File: src/rtl/mvwc_pkg.sv
// ----------------------------------------------------------------------------
// mvwc_pkg
// Shared types, constants and helpers of the motion vector window classifier.
// ----------------------------------------------------------------------------
package mvwc_pkg;

   // Parameter defaults
   localparam int DefMaxPoints = 1024;
   localparam int DefMaxWindow = 64;

   // Field widths
   localparam int CoordW   = 16;
   localparam int CntW     = 7;
   localparam int MinPtsW  = 11;
   localparam int EnergyW  = 25;
   localparam int PtEnergyW = 15;   // a moving point's d2 is below 25600
   localparam int SqW      = 2 * CoordW;
   localparam int D2W      = SqW + 1;

   // Fixed point thresholds of d2 (8 fraction bits)
   localparam int OneFx     = 256;
   localparam int HundredFx = 25600;
   localparam int FracShift = 8;

   localparam int CntMax = 127;

   // Division of a 7-bit value by three as multiply and shift
   localparam int DivThreeMul   = 43;
   localparam int DivThreeShift = 7;

   // Configuration port
   localparam int CsrAddrW = 3;
   localparam int CsrDataW = 32;
   localparam logic [CntW-1:0]    WindowReset = 7'd15;
   localparam logic [MinPtsW-1:0] MinPtsReset = 11'd12;

   typedef enum logic [0:0] {
      RegWindowFrames = 1'b0,
      RegMinPoints    = 1'b1
   } reg_idx_type;

   typedef struct packed {
      logic [CntW-1:0]    window_frames;
      logic [MinPtsW-1:0] min_points;
   } cfg_type;

   // Classified point handed from the point pipeline to the accumulator
   typedef struct packed {
      logic                 valid;
      logic                 point_valid;
      logic                 frame_end;
      logic                 is_static;
      logic                 is_moving;
      logic [PtEnergyW-1:0] energy;
      logic [1:0]           bin;
   } point_type;

   function automatic logic [CntW-1:0] div3(input logic [CntW-1:0] v);
      logic [CntW+5:0] p;
      p = (CntW+6)'(v) * (CntW+6)'(DivThreeMul);
      return CntW'(p >> DivThreeShift);
   endfunction

endpackage

File: src/rtl/mvwc_if.sv
// ----------------------------------------------------------------------------
// mvwc_req_if / mvwc_rsp_if
// Valid/ready channels for tracked points and window verdicts.
// ----------------------------------------------------------------------------
interface mvwc_req_if;
   import mvwc_pkg::*;
   logic              valid;
   logic              ready;
   logic [CoordW-1:0] prev_x;
   logic [CoordW-1:0] prev_y;
   logic [CoordW-1:0] curr_x;
   logic [CoordW-1:0] curr_y;
   logic              point_valid;
   logic              frame_end;

   modport source (output valid, prev_x, prev_y, curr_x, curr_y, point_valid, frame_end,
                   input ready);
   modport sink (input valid, prev_x, prev_y, curr_x, curr_y, point_valid, frame_end,
                 output ready);
endinterface

interface mvwc_rsp_if;
   import mvwc_pkg::*;
   logic            valid;
   logic            ready;
   logic            fire_like;
   logic            points_ok;
   logic            energy_ok;
   logic [CntW-1:0] pass_frames;
   logic [CntW-1:0] static_frames;
   logic [CntW-1:0] empty_dir_frames;
   logic [CntW-1:0] sparse_frames;

   modport source (output valid, fire_like, points_ok, energy_ok, pass_frames,
                   static_frames, empty_dir_frames, sparse_frames, input ready);
   modport sink (input valid, fire_like, points_ok, energy_ok, pass_frames,
                 static_frames, empty_dir_frames, sparse_frames, output ready);
endinterface

File: src/rtl/motion_vector_window_classifier.sv
// ----------------------------------------------------------------------------
// motion_vector_window_classifier
// Classifies tracked point motion per frame and issues a verdict per window.
// ----------------------------------------------------------------------------
// Path: a closing transfer passes the squares and classification stages, then sets the verdict register.
// Throughput: one point per cycle unless the input stalls.
// The input stalls only when a verdict is due while the previous one waits.
// Reset clears all frame and window state; registers return to 15 and 12.
// ----------------------------------------------------------------------------
module motion_vector_window_classifier #(
   parameter int MAX_POINTS = mvwc_pkg::DefMaxPoints,
   parameter int MAX_WINDOW = mvwc_pkg::DefMaxWindow
) (
   input  logic                          clock,
   input  logic                          reset,
   mvwc_req_if.sink                      req_ch,
   mvwc_rsp_if.source                    rsp_ch,
   input  logic                          psel,
   input  logic                          penable,
   input  logic                          pwrite,
   input  logic [mvwc_pkg::CsrAddrW-1:0] paddr,
   input  logic [mvwc_pkg::CsrDataW-1:0] pwdata,
   output logic [mvwc_pkg::CsrDataW-1:0] prdata,
   output logic                          pready
);
   import mvwc_pkg::*;

   cfg_type   cfg;
   point_type pt;
   logic      take;

   mvwc_csr u_csr (
      .clock   (clock),
      .reset   (reset),
      .psel    (psel),
      .penable (penable),
      .pwrite  (pwrite),
      .paddr   (paddr),
      .pwdata  (pwdata),
      .prdata  (prdata),
      .pready  (pready),
      .cfg     (cfg)
   );

   mvwc_point u_point (
      .clock (clock),
      .reset (reset),
      .req   (req_ch),
      .take  (take),
      .pt    (pt)
   );

   mvwc_accum #(
      .MAX_POINTS (MAX_POINTS),
      .MAX_WINDOW (MAX_WINDOW)
   ) u_accum (
      .clock (clock),
      .reset (reset),
      .cfg   (cfg),
      .pt    (pt),
      .take  (take),
      .rsp   (rsp_ch)
   );

   a_reset_no_verdict: assert property (@(posedge clock)
      $past(reset) |-> !rsp_ch.valid)
      else $error("verdict valid right after reset");

   a_fire_consistent: assert property (@(posedge clock) disable iff (reset)
      rsp_ch.valid |-> (rsp_ch.fire_like == (rsp_ch.points_ok && rsp_ch.energy_ok)))
      else $error("fire_like disagrees with its component tests");

   a_energy_needs_pass: assert property (@(posedge clock) disable iff (reset)
      (rsp_ch.valid && rsp_ch.energy_ok) |-> (rsp_ch.pass_frames != '0))
      else $error("energy test passed with no passing frames");

   a_stall_only_on_verdict: assert property (@(posedge clock) disable iff (reset)
      (!req_ch.ready && !$past(reset)) |-> (rsp_ch.valid && !rsp_ch.ready))
      else $error("input stalled without a waiting verdict");

endmodule

File: src/rtl/mvwc_csr.sv
// ----------------------------------------------------------------------------
// mvwc_csr
// APB-style register file: window length and sparse-frame threshold.
// ----------------------------------------------------------------------------
module mvwc_csr (
   input  logic                          clock,
   input  logic                          reset,
   input  logic                          psel,
   input  logic                          penable,
   input  logic                          pwrite,
   input  logic [mvwc_pkg::CsrAddrW-1:0] paddr,
   input  logic [mvwc_pkg::CsrDataW-1:0] pwdata,
   output logic [mvwc_pkg::CsrDataW-1:0] prdata,
   output logic                          pready,
   output mvwc_pkg::cfg_type             cfg
);
   import mvwc_pkg::*;

   cfg_type     cfg_ff, cfg_in;
   reg_idx_type idx;
   logic        wr_en;

   assign idx    = reg_idx_type'(paddr[2]);
   assign wr_en  = psel && penable && pwrite;
   assign pready = 1'b1;
   assign cfg    = cfg_ff;

   always_comb begin
      cfg_in = cfg_ff;
      if (wr_en) begin
         unique case (idx)
            RegWindowFrames: cfg_in.window_frames = pwdata[CntW-1:0];
            RegMinPoints:    cfg_in.min_points    = pwdata[MinPtsW-1:0];
            default:         cfg_in = cfg_ff;
         endcase
      end
   end

   always_comb begin
      unique case (idx)
         RegWindowFrames: prdata = CsrDataW'(cfg_ff.window_frames);
         RegMinPoints:    prdata = CsrDataW'(cfg_ff.min_points);
         default:         prdata = '0;
      endcase
   end

   always_ff @(posedge clock) begin
      if (reset) begin
         cfg_ff.window_frames <= WindowReset;
         cfg_ff.min_points    <= MinPtsReset;
      end else begin
         cfg_ff <= cfg_in;
      end
   end

endmodule

File: src/rtl/mvwc_point.sv
// ----------------------------------------------------------------------------
// mvwc_point
// Two-stage point pipeline: squared axis displacements and direction bin, then
// d2 classification.
// ----------------------------------------------------------------------------
module mvwc_point (
   input  logic                clock,
   input  logic                reset,
   mvwc_req_if.sink            req,
   input  logic                take,
   output mvwc_pkg::point_type pt
);
   import mvwc_pkg::*;

   // stage 1: squares
   logic              s1_vld_ff, s1_vld_in;
   logic [SqW-1:0]    s1_sqx_ff, s1_sqy_ff;
   logic              s1_pv_ff, s1_fe_ff;
   logic [1:0]        s1_bin_ff;
   // stage 2: classified point
   logic              s2_vld_ff, s2_vld_in;
   point_type         s2_ff, s2_in;

   logic              adv1, adv2;
   logic [CoordW-1:0] dx, dy;
   logic [D2W-1:0]    d2;

   assign adv2      = !s2_vld_ff || take;
   assign adv1      = !s1_vld_ff || adv2;
   assign req.ready = adv1;

   assign dx = (req.prev_x >= req.curr_x) ? req.prev_x - req.curr_x : req.curr_x - req.prev_x;
   assign dy = (req.prev_y >= req.curr_y) ? req.prev_y - req.curr_y : req.curr_y - req.prev_y;

   assign s1_vld_in = adv1 ? req.valid : s1_vld_ff;
   assign s2_vld_in = adv2 ? s1_vld_ff : s2_vld_ff;

   assign d2 = D2W'(s1_sqx_ff) + D2W'(s1_sqy_ff);

   always_comb begin
      s2_in             = s2_ff;
      s2_in.valid       = 1'b1;
      s2_in.point_valid = s1_pv_ff;
      s2_in.frame_end   = s1_fe_ff;
      s2_in.is_static   = d2 < D2W'(OneFx);
      s2_in.is_moving   = (d2 >= D2W'(OneFx)) && (d2 < D2W'(HundredFx));
      s2_in.energy      = d2[PtEnergyW-1:0];
      s2_in.bin         = s1_bin_ff;
   end

   always_ff @(posedge clock) begin
      if (reset) begin
         s1_vld_ff <= 1'b0;
         s2_vld_ff <= 1'b0;
      end else begin
         s1_vld_ff <= s1_vld_in;
         s2_vld_ff <= s2_vld_in;
      end
   end

   always_ff @(posedge clock) begin
      if (adv1 && req.valid) begin
         s1_sqx_ff <= SqW'(dx) * SqW'(dx);
         s1_sqy_ff <= SqW'(dy) * SqW'(dy);
         s1_pv_ff  <= req.point_valid;
         s1_fe_ff  <= req.frame_end;
         s1_bin_ff <= {req.prev_y < req.curr_y, req.prev_x < req.curr_x};
      end
      if (adv2 && s1_vld_ff) begin
         s2_ff <= s2_in;
      end
   end

   always_comb begin
      pt       = s2_ff;
      pt.valid = s2_vld_ff;
   end

endmodule

File: src/rtl/mvwc_accum.sv
// ----------------------------------------------------------------------------
// mvwc_accum
// Frame accumulators, per-window frame counters and the verdict register.
// ----------------------------------------------------------------------------
module mvwc_accum #(
   parameter int MAX_POINTS = mvwc_pkg::DefMaxPoints,
   parameter int MAX_WINDOW = mvwc_pkg::DefMaxWindow
) (
   input  logic                clock,
   input  logic                reset,
   input  mvwc_pkg::cfg_type   cfg,
   input  mvwc_pkg::point_type pt,
   output logic                take,
   mvwc_rsp_if.source          rsp
);
   import mvwc_pkg::*;

   localparam int PtsW   = $clog2(MAX_POINTS + 1);
   localparam int MinW   = (PtsW > MinPtsW) ? PtsW : MinPtsW;
   localparam int CmpW   = (EnergyW > PtsW + 7) ? EnergyW : PtsW + 7;
   localparam int WinCap = (MAX_WINDOW < CntMax) ? MAX_WINDOW : CntMax;

   logic [EnergyW-1:0] energy_ff, energy_in;
   logic [PtsW-1:0]    stat_ff, stat_in, mov_ff, mov_in, pts_ff, pts_in;
   logic [3:0]         dir_ff, dir_in;
   logic [CntW-1:0]    cnt_ff [4];
   logic [CntW-1:0]    cnt_in [4];
   logic [CntW-1:0]    done_ff, done_in;
   logic               out_vld_ff, out_vld_in;
   logic               fire_ff, pts_ok_ff, en_ok_ff;
   logic [CntW-1:0]    verdict_cnt_ff [4];

   logic               add, mov_add, fin, out_busy, step;
   logic [PtsW-1:0]    pts_new, stat_new, mov_new;
   logic [EnergyW:0]   esum;
   logic [EnergyW-1:0] energy_new;
   logic [3:0]         dir_new, hit;
   logic [CmpW-1:0]    half_moving;
   logic [CntW-1:0]    cnt_bump [4];
   logic [CntW-1:0]    done_inc, w;
   logic               pts_ok, en_ok;

   // per-point accumulation
   assign add      = pt.valid && pt.point_valid && (pts_ff < PtsW'(MAX_POINTS));
   assign mov_add  = add && pt.is_moving;
   assign pts_new  = pts_ff + PtsW'(add);
   assign stat_new = stat_ff + PtsW'(add && pt.is_static);
   assign mov_new  = mov_ff + PtsW'(mov_add);
   assign esum     = {1'b0, energy_ff} + (mov_add ? (EnergyW+1)'(pt.energy) : '0);
   assign energy_new = esum[EnergyW] ? {EnergyW{1'b1}} : esum[EnergyW-1:0];
   assign dir_new  = dir_ff | (add ? (4'b0001 << pt.bin) : 4'b0000);

   // frame close tests
   assign half_moving = CmpW'(mov_new >> 1) << FracShift;
   assign hit[0] = CmpW'(energy_new) > half_moving;
   assign hit[1] = stat_new > (pts_new >> 1);
   assign hit[2] = dir_new != 4'hF;
   assign hit[3] = MinW'(pts_new) < MinW'(cfg.min_points);

   always_comb begin
      for (int i = 0; i < 4; i++) begin
         cnt_bump[i] = cnt_ff[i] + CntW'(hit[i] && (cnt_ff[i] != CntW'(CntMax)));
      end
   end

   assign done_inc = done_ff + CntW'(done_ff != CntW'(CntMax));

   // effective window length, clamped
   always_comb begin
      priority if (cfg.window_frames == '0) begin
         w = CntW'(1);
      end else if (cfg.window_frames > CntW'(WinCap)) begin
         w = CntW'(WinCap);
      end else begin
         w = cfg.window_frames;
      end
   end

   assign fin      = pt.valid && pt.frame_end && (done_inc >= w);
   assign out_busy = out_vld_ff && !rsp.ready;
   assign take     = !(fin && out_busy);
   assign step     = pt.valid && take;

   assign pts_ok = cnt_bump[3] < div3(w);
   assign en_ok  = (cnt_bump[0] > (w >> 1)) && (cnt_bump[1] < (w >> 2)) &&
                   (cnt_bump[2] < (w >> 3) + CntW'(1));

   always_comb begin
      energy_in = energy_ff;
      stat_in   = stat_ff;
      mov_in    = mov_ff;
      pts_in    = pts_ff;
      dir_in    = dir_ff;
      cnt_in    = cnt_ff;
      done_in   = done_ff;
      if (step) begin
         if (pt.frame_end) begin
            energy_in = '0;
            stat_in   = '0;
            mov_in    = '0;
            pts_in    = '0;
            dir_in    = '0;
            if (fin) begin
               for (int i = 0; i < 4; i++) cnt_in[i] = '0;
               done_in = '0;
            end else begin
               cnt_in  = cnt_bump;
               done_in = done_inc;
            end
         end else begin
            energy_in = energy_new;
            stat_in   = stat_new;
            mov_in    = mov_new;
            pts_in    = pts_new;
            dir_in    = dir_new;
         end
      end
   end

   // hold a verdict until the sink takes it
   always_comb begin
      priority if (step && fin) begin
         out_vld_in = 1'b1;
      end else if (rsp.ready) begin
         out_vld_in = 1'b0;
      end else begin
         out_vld_in = out_vld_ff;
      end
   end

   always_ff @(posedge clock) begin
      if (reset) begin
         energy_ff  <= '0;
         stat_ff    <= '0;
         mov_ff     <= '0;
         pts_ff     <= '0;
         dir_ff     <= '0;
         for (int i = 0; i < 4; i++) cnt_ff[i] <= '0;
         done_ff    <= '0;
         out_vld_ff <= 1'b0;
      end else begin
         energy_ff  <= energy_in;
         stat_ff    <= stat_in;
         mov_ff     <= mov_in;
         pts_ff     <= pts_in;
         dir_ff     <= dir_in;
         cnt_ff     <= cnt_in;
         done_ff    <= done_in;
         out_vld_ff <= out_vld_in;
      end
   end

   always_ff @(posedge clock) begin
      if (step && fin) begin
         fire_ff        <= pts_ok && en_ok;
         pts_ok_ff      <= pts_ok;
         en_ok_ff       <= en_ok;
         verdict_cnt_ff <= cnt_bump;
      end
   end

   assign rsp.valid            = out_vld_ff;
   assign rsp.fire_like        = fire_ff;
   assign rsp.points_ok        = pts_ok_ff;
   assign rsp.energy_ok        = en_ok_ff;
   assign rsp.pass_frames      = verdict_cnt_ff[0];
   assign rsp.static_frames    = verdict_cnt_ff[1];
   assign rsp.empty_dir_frames = verdict_cnt_ff[2];
   assign rsp.sparse_frames    = verdict_cnt_ff[3];

endmodule

File: src/flat_wrapper.sv
// flat-port wrapper written by rule: the top's interface ports become plain ports
module motion_vector_window_classifier_flat import mvwc_pkg::*;
#(
   parameter int MAX_POINTS = mvwc_pkg::DefMaxPoints,
   parameter int MAX_WINDOW = mvwc_pkg::DefMaxWindow
)
  (clock, reset, psel, penable, pwrite, paddr, pwdata, prdata, pready, req_ch_valid, req_ch_prev_x, req_ch_prev_y, req_ch_curr_x, req_ch_curr_y, req_ch_point_valid, req_ch_frame_end, req_ch_ready, rsp_ch_valid, rsp_ch_fire_like, rsp_ch_points_ok, rsp_ch_energy_ok, rsp_ch_pass_frames, rsp_ch_static_frames, rsp_ch_empty_dir_frames, rsp_ch_sparse_frames, rsp_ch_ready);
  mvwc_req_if req_ch_i ();
  mvwc_rsp_if rsp_ch_i ();
  input  logic clock;
  input  logic reset;
  input  logic psel;
  input  logic penable;
  input  logic pwrite;
  input  logic [mvwc_pkg::CsrAddrW-1:0] paddr;
  input  logic [mvwc_pkg::CsrDataW-1:0] pwdata;
  output logic [mvwc_pkg::CsrDataW-1:0] prdata;
  output logic pready;
  input wire logic [$bits(req_ch_i.valid)-1:0] req_ch_valid;
  input wire logic [$bits(req_ch_i.prev_x)-1:0] req_ch_prev_x;
  input wire logic [$bits(req_ch_i.prev_y)-1:0] req_ch_prev_y;
  input wire logic [$bits(req_ch_i.curr_x)-1:0] req_ch_curr_x;
  input wire logic [$bits(req_ch_i.curr_y)-1:0] req_ch_curr_y;
  input wire logic [$bits(req_ch_i.point_valid)-1:0] req_ch_point_valid;
  input wire logic [$bits(req_ch_i.frame_end)-1:0] req_ch_frame_end;
  output wire logic [$bits(req_ch_i.ready)-1:0] req_ch_ready;
  output wire logic [$bits(rsp_ch_i.valid)-1:0] rsp_ch_valid;
  output wire logic [$bits(rsp_ch_i.fire_like)-1:0] rsp_ch_fire_like;
  output wire logic [$bits(rsp_ch_i.points_ok)-1:0] rsp_ch_points_ok;
  output wire logic [$bits(rsp_ch_i.energy_ok)-1:0] rsp_ch_energy_ok;
  output wire logic [$bits(rsp_ch_i.pass_frames)-1:0] rsp_ch_pass_frames;
  output wire logic [$bits(rsp_ch_i.static_frames)-1:0] rsp_ch_static_frames;
  output wire logic [$bits(rsp_ch_i.empty_dir_frames)-1:0] rsp_ch_empty_dir_frames;
  output wire logic [$bits(rsp_ch_i.sparse_frames)-1:0] rsp_ch_sparse_frames;
  input wire logic [$bits(rsp_ch_i.ready)-1:0] rsp_ch_ready;
  assign req_ch_i.valid = req_ch_valid;
  assign req_ch_i.prev_x = req_ch_prev_x;
  assign req_ch_i.prev_y = req_ch_prev_y;
  assign req_ch_i.curr_x = req_ch_curr_x;
  assign req_ch_i.curr_y = req_ch_curr_y;
  assign req_ch_i.point_valid = req_ch_point_valid;
  assign req_ch_i.frame_end = req_ch_frame_end;
  assign req_ch_ready = req_ch_i.ready;
  assign rsp_ch_valid = rsp_ch_i.valid;
  assign rsp_ch_fire_like = rsp_ch_i.fire_like;
  assign rsp_ch_points_ok = rsp_ch_i.points_ok;
  assign rsp_ch_energy_ok = rsp_ch_i.energy_ok;
  assign rsp_ch_pass_frames = rsp_ch_i.pass_frames;
  assign rsp_ch_static_frames = rsp_ch_i.static_frames;
  assign rsp_ch_empty_dir_frames = rsp_ch_i.empty_dir_frames;
  assign rsp_ch_sparse_frames = rsp_ch_i.sparse_frames;
  assign rsp_ch_i.ready = rsp_ch_ready;
  motion_vector_window_classifier #(.MAX_POINTS(MAX_POINTS), .MAX_WINDOW(MAX_WINDOW)) u_core (.clock(clock), .reset(reset), .req_ch(req_ch_i), .rsp_ch(rsp_ch_i), .psel(psel), .penable(penable), .pwrite(pwrite), .paddr(paddr), .pwdata(pwdata), .prdata(prdata), .pready(pready));
endmodule
File: config.mk
export PLATFORM = sky130hd
export DESIGN_NAME = motion_vector_window_classifier_flat
export DESIGN_NICKNAME = d
export VERILOG_FILES = /design/src/rtl/mvwc_pkg.sv /design/src/rtl/mvwc_if.sv /design/src/rtl/motion_vector_window_classifier.sv /design/src/rtl/mvwc_csr.sv /design/src/rtl/mvwc_point.sv /design/src/rtl/mvwc_accum.sv /design/src/flat_wrapper.sv
export SDC_FILE = /design/constraint.sdc
export NUM_CORES = 2
export LEC_CHECK = 0
export BUFFER_PORTS_ARGS = -buffer_cell sky130_fd_sc_hd__buf_4
export CAP_MARGIN = 20
export CORE_ASPECT_RATIO = 0.9
export CORE_MARGIN = 2
export CORE_UTILIZATION = 65
export CTS_BUF_LIST = sky130_fd_sc_hd__clkbuf_4
export CTS_CLUSTER_DIAMETER = 60
export DETAILED_ROUTE_END_ITERATION = 8
export GPL_TIMING_DRIVEN = 0
export PLACE_DENSITY_LB_ADDON = 0.1
export SLEW_MARGIN = 20
export SYNTH_ARGS = -nofsm -noshare
export SYNTH_HDL_FRONTEND = slang
export SYNTH_SLANG_ARGS = --single-unit
File: constraint.sdc
create_clock -name clock -period 15.85 [get_ports clock]
set_clock_uncertainty 0.05 [all_clocks]
set_input_delay 3.9625 -clock clock [delete_from_list [all_inputs] [get_ports clock]]
set_output_delay 3.9625 -clock clock [all_outputs]
set_load 0.005 [all_outputs]
== Word-level counts from Yosys, hierarchy flattened ==
Cells that the tools add are included.
Operators by class
  $add $sub $neg: 15
  multiply operators: 3
  order comparisons: 17
  eq/ne operators: 6
  shifts and indexed selects: 1
  muxes and demuxes: 17
  bitwise gates (word level): 2
  reduce and logical (&&, ||, !) cells: 33
Operators by type and width (number)
  multiplier 16 x 16 -> 32 bit: 2
  case mux 32 bit (2 select lines): 1
  subtractor 16 bit: 4
  2-to-1 mux 25 bit: 2
  adder 7 x 1 -> 7 bit: 5
  inequality test 7 bit, second input constant: 5
  adder 11 x 1 -> 11 bit: 3
  adder 32 x 32 -> 33 bit: 1
  >= comparator 33 x 9 -> 1 bit, second input constant: 1
  less-than comparator 33 x 15 -> 1 bit, second input constant: 1
  less-than comparator 33 x 9 -> 1 bit, second input constant: 1
  2-to-1 mux 11 bit: 3
  >= comparator 16 bit: 2
  less-than comparator 16 bit: 2
  2-to-1 mux 16 bit: 2
  2-to-1 mux 28 bit: 1
  adder 25 x 15 -> 26 bit: 1
  > comparator 25 x 18 -> 1 bit: 1
  logical AND 1 bit: 22
  2-to-1 mux 7 bit: 3
  2-to-1 mux 15 bit: 1
  less-than comparator 7 x 5 -> 1 bit: 2
  multiplier 7 x 6 -> 13 bit, second input constant: 1
  > comparator 11 x 10 -> 1 bit: 1
  other kinds (18): 26
Storage, ports and cells
  flip-flop bits (word level): 238
  input port bits: 108
  output and inout bits: 66
  logic and storage cells: 127

== Longest topological paths before layout ==
  word-level depth: 13
  mapped depth: 39
  depth with buffers taken out: 38

== Hierarchy ==
From an unflattened synthesis, not the netlist that was laid out.
Unflattened totals
  cell total of the unflattened synthesis: 3573
  area total of the unflattened synthesis: 32090.8 µm²
Modules (own cells, without submodules)
  mvwc_point: instances 1, cells an instance 2437, area each 21993.6 µm², seq. area each 2652.5 µm²
  mvwc_accum: instances 1, cells an instance 1026, area each 9051.2 µm², seq. area each 2892.8 µm²
  mvwc_csr: instances 1, cells an instance 110, area each 1046.0 µm², seq. area each 360.3 µm²

== Least setup slack after synthesis ==
OpenSTA, ideal clock, no wires.
  path type: in2reg
  start point: input req_ch_prev_x[0]
  end point: register u_core.u_point.s1_sqx_ff[28] (data pin)
  library setup time: 0.259 ns
  arrival: 12.172 ns
  data required time: 15.541 ns
  path slack: 3.369 ns
  stages on the path: 36
  cells stage by stage: inv_1 > ha_1 > inv_1 > fa_1 > a211oi_1 > o21ai_0 > nand2_1 > o211a_1 > buf_2 > nand2_1 > a31oi_1 > o221ai_1 > xnor2_1 > clkbuf_1 > nor2_1 > fa_1 > inv_1 > fa_1 > inv_1 > fa_1 > fa_1 > inv_1 > fa_1 > inv_1 > fa_1 > ha_1 > a222oi_1 > o21ai_0 > or4_1 > a311o_1 > nand3_1 > a41oi_1 > o21ai_1 > nand2b_1 > a31o_2 > a211o_1
Between the ends
  longest elaborated chain between the ends: 3
  elaborated cells between the ends (all ways): 5
  those cells by class: add/sub: 2; mul: 1; order compare: 1; mux: 1
Ends and longest elaborated chain
  from (decl): line flat_wrapper.sv:20  | input wire logic [$bits(req_ch_i.prev_x)-1:0] req_ch_prev_x;
  subtractor 16 bit or >= comparator 16 bit (tied branches): line mvwc_point.sv:32  | assign dx = (req.prev_x >= req.curr_x) ? req.prev_x - req.curr_x : req.curr_x - req.prev_x;
  2-to-1 mux 16 bit *: line mvwc_point.sv:32
  multiplier 16 x 16 -> 32 bit *: line mvwc_point.sv:63  | s1_sqx_ff <= SqW'(dx) * SqW'(dx);
  to (signal assigned): line mvwc_point.sv:63
  to (decl): line mvwc_point.sv:17  | logic [SqW-1:0] s1_sqx_ff, s1_sqy_ff;
Every way passes the cells marked *; elsewhere a longest branch is shown, timed or not.
A chain may end at the register's enable or synchronous reset.

== Worst setup path in the final report ==
  start point: input req_ch_prev_x[0]
  end point: register u_core.u_point.s1_sqx_ff[31] (data pin)
Same word-level chain as after synthesis.

==> impl_metrics.csv <==
group,metric,value,unit
logic_synthesis,yosysTopAreaCellShare,22.0,%
logic_synthesis,syn_area,31200,um2
sta,worstMarginPinSlew,1.13,ns
cells_and_area,final_nets,4587,
critical_path,cp_slowest_stage_delay,0.67,ns
floorplanning,die_area,49800,um2
placement,gp_congestion,0.947,
cts,clock_path_buffers,3,
logic_synthesis,yosys_register_bits,236,
global_routing,grt-ovfl-total,0,
drt,vias,25700,
critical_path,slowest_stage,"or4b_2",
cts,clock-sinks,236,
critical_path,path_buf_inv,10,
logic_synthesis,async_reset_ff_share,0,%
logic_synthesis,synth_seq_area_share,18.9,%
placement,dp_slack,1.43,ns
cts,clk_latency,0.77,ns
sta,hold_violations,0,
floorplanning,start_util,65.6,%
placement,placed_area,33100,um2
cts,postCtsHoldBufs,0,
sta,rsz0062_at_grt,"no",
sta,setup_violations,0,
logic_synthesis,yosys.cell_types.count,97,
critical_path,path_max_fanout,10,
run_status,status,"finished with violations",
cells_and_area,regArea,5910,um2
logic_synthesis,syn_area_per_cell,8.89,um2
cts,numCtsBuffers,68,
drt,dr.pass1.iters,7,
critical_path,reg2reg_to,"u_core.u_accum.rsp.fire_like",
sta,setup_tns,0,ns
min_path,hold_class,"register to register",
sta,period_share,85.1,%
drt,wl,77700,um
logic_synthesis,synth_edf_count,118,
critical_path,cp_top_family,"adder cells",
cells_and_area,drive_gt1_share,9.85,%
cells_and_area,multiInputGateArea,22500,um2
critical_path,cp-startpoint,"req_ch_prev_x[0]",
sta,drv_slew,0,
critical_path,r2r_setup_slack,7.63,ns
drt,detail-route-antenna-nets,0,
cells_and_area,stdcell_area,34000,um2
critical_path,cp-start-kind,"input pin",
critical_path,arrival,13.91,ns
floorplanning,rows,76,
placement,dp.final_hpwl,63300,um
flow_run,maxCapViolCount,0,
floorplanning,ios,174,
critical_path,crit_type,"input pin to register",
drt,first_iter_violations,2015,
critical_path,timing.rr.start,"u_core.u_point.s2_vld_ff",
critical_path,endpoint,"u_core.u_point.s1_sqx_ff[31]",
cells_and_area,fillers,3753,
drt,drc,3,
global_routing,grt_start_max_net_pins,62,
logic_synthesis,synth_area_leaders,"fa_1 22%, ha_1 16%, edfxtp_1 11%, dfxtp_1 7.6%, inv_1 7.1%",
floorplanning,fp.dieW,235,um
cells_and_area,areaGrowthSynthToFinish,8.97,%
cts,ctsResizeCount,0,
drt,routed_via_density,5.81,
logic_synthesis,ys_warn_count,0,
critical_path,ff2ff_path_depth,36,
logic_synthesis,syn_inst,3516,
sta,clock.fmax,74.1,MHz
global_routing,grt_pass1_wl,128000,um
global_routing,grt_pass1_vias,25900,
cts,htree_levels,3,
cts,cts_root_buf,"clkbuf_4",
min_path,hp-start,"u_core.u_point.s1_pv_ff",
drt,wl_per_cell,17.6,um
logic_synthesis,synth_flop_cell,"edfxtp_1",
critical_path,cp.depth,37,
critical_path,crit_path_end_kind,"register",
placement,portBuffers,127,
sta,worst_slack,2.36,ns
logic_synthesis,synth_top_area_cell,"fa_1",
sta,maxSlewHeadroom,24.7,%
sta,period_needed,13.49,ns
floorplanning,die_y,212,um
cts,post_cts_buffers,0,
global_routing,antenna_found_initial,1,
cts,cts_tree,"built",
floorplanning,core-area,47600,um2
logic_synthesis,netlist_top_cells_count,"591 x inv_1, 398 x ha_1, 343 x fa_1",
logic_synthesis,synth_most_common_cell,"inv_1",
run_status,violations,"design-rule violations",
global_routing,grt_usage,31.7,%
critical_path,crit_required,16.27,ns
cts,path_clk_slew,0.06,ns
-- metrics by stage --
step | util, % | hold slack, ns | cells
floorplan | - | 0.350 | 3538
global placement | 69.4 | 0.352 | 4289
detailed placement | 69.5 | 0.361 | 4291
CTS | 71.4 | 0.375 | 4411
global route | 71.5 | 0.388 | 4413
finish | 71.5 | 0.374 | 4415
-- final cells by class --
| type | instances | share of cell area [%] |
|---|---|---|
| Timing Repair Buffer | 130 | 2.96 |
| Clock inverter | 20 | 0.397 |
| Tap cell | 624 | 2.29 |
| Inverter | 607 | 6.69 |
| Multi-Input combinational cell | 2570 | 66.0 |
| Buffer | 125 | 2.04 |
| Sequential cell | 236 | 17.3 |
| Antenna cell | 3 | 0.0220 |
| Clock buffer | 100 | 2.20 |
-- how the worst min path moves through the flow --
stage	slack (ns)	endpoint	cells after the start
detailed placement	0.36	u_core.u_point.pt[20]	0
floorplan	0.35	u_core.u_point.pt[0]	0
global placement	0.35	u_core.u_point.pt[20]	0
CTS	0.38	u_core.u_point.pt[20]	0
finish	0.37	u_core.u_point.pt[20]	0
global route	0.39	u_core.u_point.pt[20]	0
-- cells by family after synthesis --
group | count (synthesis) | synth area share [%]
AO/OA/AOI/OAI | 639 | 13.1
XOR/XNOR | 176 | 5.09
adder cells (fa/ha/maj) | 741 | 37.9
buffers and inverters | 732 | 9.51
flip-flops | 236 | 18.9
multiplexers | 36 | 1.21
other | 2 | 0.0240
AND/OR/NAND/NOR | 954 | 14.2
-- flip-flops by register name, summed over array words and instances, names as in the netlist, 11 cells and up --
name                      count
u_core.u_accum.mov_ff        11
u_core.u_point.s1_sqx_ff     31
u_core.u_accum.pts_ff        11
u_core.u_point.pt            21
u_core.u_csr.cfg             18
u_core.u_point.s1_sqy_ff     31
u_core.u_accum.cnt_ff        28
u_core.u_accum.energy_ff     25
u_core.u_accum.stat_ff       11
-- placed cells by master, fill, tap and decap left out, types with 24 or more instances in the layout --
| cell type | count |
|---|---|
| ha_1 | 398 |
| edfxtp_1 | 118 |
| nand2_1 | 253 |
| clkbuf_1 | 69 |
| nand3_1 | 104 |
| buf_4 | 151 |
| nor2b_1 | 26 |
| and3_1 | 46 |
| a21o_1 | 71 |
| inv_1 | 591 |
| mux2i_1 | 24 |
| fa_1 | 343 |
| conb_1 | 24 |
| o21ai_0 | 108 |
| dfxtp_1 | 118 |
| a21oi_1 | 224 |
| o21a_1 | 30 |
| xnor2_1 | 100 |
| clkbuf_4 | 101 |
| nor2_1 | 317 |
| nand2b_1 | 43 |
| xor2_1 | 69 |
| nor3_1 | 55 |
-- routing by layer --
metal,part of all wire (%),track usage (%)
met1,42,41.7
met2,48,54.0
met3,7.4,5.67
met4,2.5,9.17
met5,0,0
Power is left out: the tool's default activity adds up to more than one toggle a clock period on the data nets, which glitch-free logic cannot reach.
